File: src/sv/fdc_pkg.sv
// Package for the floppy controller register file: types, constants, CRC helper.
`default_nettype none
package fdc_pkg;
    localparam int MAX_SECTOR_BYTES_DEF = 512;
    localparam int BYTE_GAP_TICKS_DEF   = 32;
    localparam int SEEK_TICKS_DEF       = 500;
    localparam int START_TICKS_DEF      = 2000;

    localparam logic [1:0] REQ_READ  = 2'd0;
    localparam logic [1:0] REQ_WRITE = 2'd1;
    localparam logic [1:0] REQ_TICK  = 2'd2;
    localparam logic [1:0] REQ_FILL  = 2'd3;

    localparam logic [1:0] RA_CMD  = 2'd0;
    localparam logic [1:0] RA_TRK  = 2'd1;
    localparam logic [1:0] RA_SEC  = 2'd2;
    localparam logic [1:0] RA_DATA = 2'd3;

    localparam logic [1:0] CFG_SIZE = 2'd0;
    localparam logic [1:0] CFG_WP   = 2'd1;
    localparam logic [1:0] CFG_SIDE = 2'd2;

    localparam logic [1:0] MREQ_NONE   = 2'd0;
    localparam logic [1:0] MREQ_FETCH  = 2'd1;
    localparam logic [1:0] MREQ_COMMIT = 2'd2;

    localparam logic [7:0] ST_BUSY  = 8'h01;
    localparam logic [7:0] ST_DRQ   = 8'h02;
    localparam logic [7:0] ST_T0    = 8'h04;
    localparam logic [7:0] ST_CRC   = 8'h08;
    localparam logic [7:0] ST_RNF   = 8'h10;
    localparam logic [7:0] ST_SPIN  = 8'h20;
    localparam logic [7:0] ST_WP    = 8'h40;
    localparam logic [7:0] ST_MOTOR = 8'h80;

    localparam logic [11:0] ID_GAP_TICKS = 12'd64;

    typedef enum logic [2:0] {
        CL_NONE = 3'd0, CL_I = 3'd1, CL_II = 3'd2, CL_III = 3'd3, CL_IV = 3'd4
    } cmd_class_t;

    typedef enum logic [1:0] {
        TM_IDLE = 2'd0, TM_READ = 2'd1, TM_WRITE = 2'd2, TM_ADDR = 2'd3
    } xfer_mode_t;

    // Controller sequencing: take a transaction, wait for buffer read data, deliver.
    typedef enum logic [1:0] {
        FS_IDLE = 2'd0, FS_EXEC = 2'd1, FS_OUT = 2'd2
    } fsm_state_t;

    typedef struct packed {
        logic load;   // capture the input transaction and issue buffer read
        logic exec;   // apply the transaction to state, build the result
    } dp_cmd_t;

    typedef struct packed {
        logic unused_flag;
    } dp_stat_t;

    function automatic logic [15:0] crc_byte(input logic [15:0] crc_in, input logic [7:0] b);
        logic [15:0] c;
        c = crc_in ^ {b, 8'h00};
        for (int i = 0; i < 8; i++) begin
            c = c[15] ? ((c << 1) ^ 16'h1021) : (c << 1);
        end
        return c;
    endfunction

    function automatic cmd_class_t classify(input logic [7:0] cmd);
        cmd_class_t c;
        if (cmd[7:4] < 4'h8) c = CL_I;
        else if (cmd[7:4] < 4'hC) c = CL_II;
        else if (cmd[7:4] == 4'hD) c = CL_IV;
        else c = CL_III;
        return c;
    endfunction
endpackage
`default_nettype wire

File: src/sv/fdc_ctrl.sv
// Controller state machine sequencing one transaction at a time.
`default_nettype none
module fdc_ctrl (
    input  wire logic            aclk,
    input  wire logic            aresetn,
    input  wire logic            s_valid,
    output logic                 s_ready,
    output logic                 m_valid,
    input  wire logic            m_ready,
    output fdc_pkg::dp_cmd_t     cmd
);
    fdc_pkg::fsm_state_t state_reg, state_next;

    always_ff @(posedge aclk) begin
        if (!aresetn) state_reg <= fdc_pkg::FS_IDLE;
        else state_reg <= state_next;
    end

    always_comb begin
        state_next = state_reg;
        case (state_reg)
            fdc_pkg::FS_IDLE: if (s_valid) state_next = fdc_pkg::FS_EXEC;
            fdc_pkg::FS_EXEC: state_next = fdc_pkg::FS_OUT;
            fdc_pkg::FS_OUT:  if (m_ready) state_next = s_valid ? fdc_pkg::FS_EXEC
                                                                : fdc_pkg::FS_IDLE;
            default: state_next = fdc_pkg::FS_IDLE;
        endcase
    end

    always_comb begin
        s_ready  = 1'b0;
        m_valid  = 1'b0;
        cmd.load = 1'b0;
        cmd.exec = 1'b0;
        case (state_reg)
            fdc_pkg::FS_IDLE: begin
                s_ready  = 1'b1;
                cmd.load = s_valid;
            end
            fdc_pkg::FS_EXEC: cmd.exec = 1'b1;
            fdc_pkg::FS_OUT: begin
                m_valid  = 1'b1;
                s_ready  = m_ready;
                cmd.load = m_ready && s_valid;
            end
            default: ;
        endcase
    end

    // Each execute is followed by an offered result; nothing is accepted during execute.
    assert property (@(posedge aclk) disable iff (!aresetn) cmd.exec |=> m_valid)
        else $error("result missing after execute");
    assert property (@(posedge aclk) disable iff (!aresetn) cmd.exec |-> !s_ready)
        else $error("accepted during execute");
    assert property (@(posedge aclk) disable iff (!aresetn) (s_valid && s_ready) |=> cmd.exec)
        else $error("accepted transaction not executed");
endmodule
`default_nettype wire

File: config.mk
export PLATFORM = sky130hd
export DESIGN_NAME = fdc_ctrl
export DESIGN_NICKNAME = d
export VERILOG_FILES = /design/src/sv/fdc_pkg.sv /design/src/sv/fdc_ctrl.sv
export SDC_FILE = /design/constraint.sdc
export NUM_CORES = 1
export LEC_CHECK = 0
export CAP_MARGIN = 40
export CORE_AREA = 2 2 39 41
export CTS_CLUSTER_DIAMETER = 30
export CTS_CLUSTER_SIZE = 8
export DETAILED_ROUTE_END_ITERATION = 10
export DIE_AREA = 0 0 41 43
export DONT_BUFFER_PORTS = 1
export SETUP_SLACK_MARGIN = 0.5
export SYNTH_ARGS = -nofsm -noshare
export SYNTH_HDL_FRONTEND = slang
export SYNTH_SLANG_ARGS = --single-unit
File: constraint.sdc
create_clock -name aclk -period 2 [get_ports aclk]
set_input_delay 0.1 -clock aclk [delete_from_list [all_inputs] [get_ports aclk]]
set_output_delay 0.1 -clock aclk [all_outputs]
set_load 0.1 [all_outputs]
# Word-level counts from Yosys, hierarchy flattened
# Index checks and enable logic that the tools add are counted.
[word_totals]
reg_bits = 2
latchBits = 0
ramBits = 0
mem_bits_ro = 0
input_bits = 4
out_inout_bits = 4
wordCells = 16
mem_count = 0
[op_classes]
add_sub_neg = 0
n_mul = 0
div_mod_pow = 0
magnitude_cmp = 0
n_eq_ne = 4
shift = 0
muxes = 8
n_bitwise = 0
reduce_logical = 3
[ops]
columns = ["op", "count"]
rows = [
  ["$pmux 2 s3", 1],
  ["$mux 2", 2],
  ["$ne 2x2->1 const B", 2],
  ["$pmux 1 s2", 2],
  ["$mux 1", 3],
  ["$eq 2x1->1 const B", 1],
  ["$eq 2x2->1 const B", 1],
  ["$logic_not 2->1", 1],
  ["$reduce_and 2->1", 1],
  ["$logic_and 1x1->1", 1],
]

# Logic depth before layout (Yosys ltp)
[depth]
word_depth = 3
ltp_mapped = 2
mapped_depth_nobuf = 2

# Worst setup path before layout
# OpenSTA, ideal clock, no wires.
[synth_timing]
kind = "reg-to-output"
startpoint = "register state_reg[1]"
endpoint = "output port cmd[1] (netlist name)"
t_arrival_ns = 2.627
required_time_ns = 1.900
path_slack_ns = -0.727
path_stages_with_launch = 3
n_path_buf = 0
cell_sequence = "dfxtp_1 nor2b_4 nor3b_1"
[synth_lines]
columns = ["item", "line_no", "source"]
rows = [
  ["from (decl)", "fdc_ctrl.sv:12", "fdc_pkg::fsm_state_t state_reg, state_next;"],
  ["from (signal assigned)", "fdc_ctrl.sv:15", "if (!aresetn) state_reg <= fdc_pkg::FS_IDLE;"],
  ["from (signal assigned)", "fdc_ctrl.sv:16", "else state_reg <= state_next;"],
  ["to (decl)", "fdc_ctrl.sv:10", "output fdc_pkg::dp_cmd_t cmd"],
]

==> metrics <==
status=finished, final reports clean; share of post-route cells with drive strength above 1=66.7%; Setup TNS=0 ps; R2R Setup Slk=1140 ps; CP bufs+invs=1; max reg flops=2; crit share post-route=63.7%; Detailed Route Iter0 Violations=0; CP Cell Sequence=and2b_1 -> buf_4; Final Cell Area=209 um^2; sequential share of the synthesized area=34.0%; Tmin final=1270 ps; library cells used by synthesis=9; Fin Clk Skew=1.32 ps; final count of negative-setup-slack endpoints=0; clock sink count=2; Initial Util=8.50%; Setup crit start=state_reg[0]; worst-case clock buffer depth=2; Hold Path Sink=state_reg[0]; Slew HR=81.0%; n_diodes=0; P&R area growth vs syn=77.7%; Worst setup EP type=output pin; Power Density=953 nW/um^2; Placed Area=176 um^2; number of global-route vias before repair=121; DRT antenna net count=0; Max stage delay on crit path=470 ps; Core Rows=14; WL per Instance=7.82 um; worst-skew pair later-pin latency=220 ps; # IOs=8; Pleak=0.0827 nW; Critical Path RT=1900 ps; CP max stage cell=dfxtp_1; Global Route Usage Sum=4.80%; initial antenna violation count=0; Reg clk slew, reported paths=30 ps; synthesis warning total=0; largest net degree at the start of global routing=7; Syn Std Cell Area=118 um^2; VDD IR max=0.125 mV; die width=41 um; crit-path max FO=6; DR vias/cell=2.97; Post-Syn Area per Cell=10.7 um^2; Fmax achieved=0.785 GHz; post-cts resize count=0; hold_ws=77.9 ps; Critical R2R Capture=state_reg[1]; delay-heaviest family, CP=flip-flops; via count=101; Slew @ Worst Pin=284 ps; Hold Vio Cnt, Final=0; area of the multi-input gates=86.3 um^2; clock root buffer=clkbuf_4; Synth Instances=11; DP Wirelength=213 um; worst hold start=s_valid; share of the synthesized area in the top cell type=34.0%; GRT Residual Overflow=0; TritonCTS clock tree=yes; fillers=159; largest cells by area after synthesis=dfxtp_1 34%, nor4bb_2 14%, nor3b_1 13%; core area=1380 um^2; hold path depth=1; Sequential Area=40.0 um^2; DRC=0; reg2reg path depth=2; reg2reg start=state_reg[0]; PortBufs=0; DR pass1 iterations=1; Final #Nets=24; die footprint=1760 um^2; maxcap violations=0; RSZ-0062 raised after global routing=no; GPL Wtd Cong=0.518; number of CTS-inserted buffers=3; post-synthesis register bit count=2; H-Tree Level Count=1; Post-Syn Nets=15; final max-slew violation count=0; first-pass GRT wire length=414 um; Worst Path Arrival=1170 ps; final wirelength=266 um; critical path type=flip-flop to output pin; CP startpoint kind=flip-flop; chip height=43 um; post-synth top area cell=dfxtp_1; Hold WC Path Type=primary input to flip-flop
-- kinds of logic after synthesis --
logic type	Yosys count	share of synthesized area, %
simple gates	7	53.2
flops	2	34.0
compound gates	1	6.39
buf+inv	1	6.39
-- worst reg2reg max path: cells and delay by family, from the launching register on --
kind               cells  cell delay, ps
AOI/OAI and AO/OA      1             180
DFF                    1             370
and+or+nand+nor        1             210
-- power breakdown --
group,internal (W),switching (W),total [W]
clock,0.0000662,0.0000226,0.0000887
sequential,0.0000426,0.00000362,0.0000462
combinational,0.0000173,0.0000470,0.0000642
-- final cells by class --
cell class	instances	area share, %
Multi-Input combinational cell	8	41.3
Sequential cell	2	19.2
Timing Repair Buffer	5	19.2
Clock buffer	3	10.8
Tap cell	16	9.58
-- how the worst max path moves through the flow --
stage / end / cells past startpoint
global route: cmd[0] / 2
CTS: cmd[0] / 2
global placement: cmd[0] / 2
detailed placement: cmd[0] / 2
floorplan: cmd[1] / 2
finish: cmd[0] / 2
-- through the flow --
stage | power (W) | cells | setup slack (ps) | util, %
4_1_cts | 0.000206 | 34 | 708 | 15.1
3_3_place_gp | 0.000110 | 30 | 965 | 12.7
2_1_floorplan | 0.000100 | 11 | 261 | -
6_report | 0.000199 | 34 | 726 | 15.1
3_5_place_dp | 0.000110 | 30 | 952 | 12.7
5_1_grt | 0.000209 | 34 | 654 | 15.1
-- placed cells by master, fill, tap and decap left out, drive strengths merged --
master and n:
and2b 1, buf 4, clkbuf 3, dfxtp 2
dlygate4sd3 1, nor2 1, nor2b 2, nor3b 2
nor4bb 1, o21a 1
-- layer usage --
metal	track usage, %	part of all wire (%)
met5	0	0
met4	14.0	7.1
met2	5.63	59
met1	1.91	23
met3	1.57	11
-- cell usage after synthesis, drive strengths merged --
cell / number
dfxtp: 2
nor2b: 2
nor3b: 2
and2b: 1
buf: 1
nor2: 1
nor4bb: 1
o21a: 1
-- repair_timing --
item | in CTS | in global routing
hold buffers | 1 | 0
endpoints found under the setup margin | 0 | 0
setup buffers | 0 | 0
hold endpoints to repair | 1 | 0
Note: power is estimated with default switching activity, not from simulation.
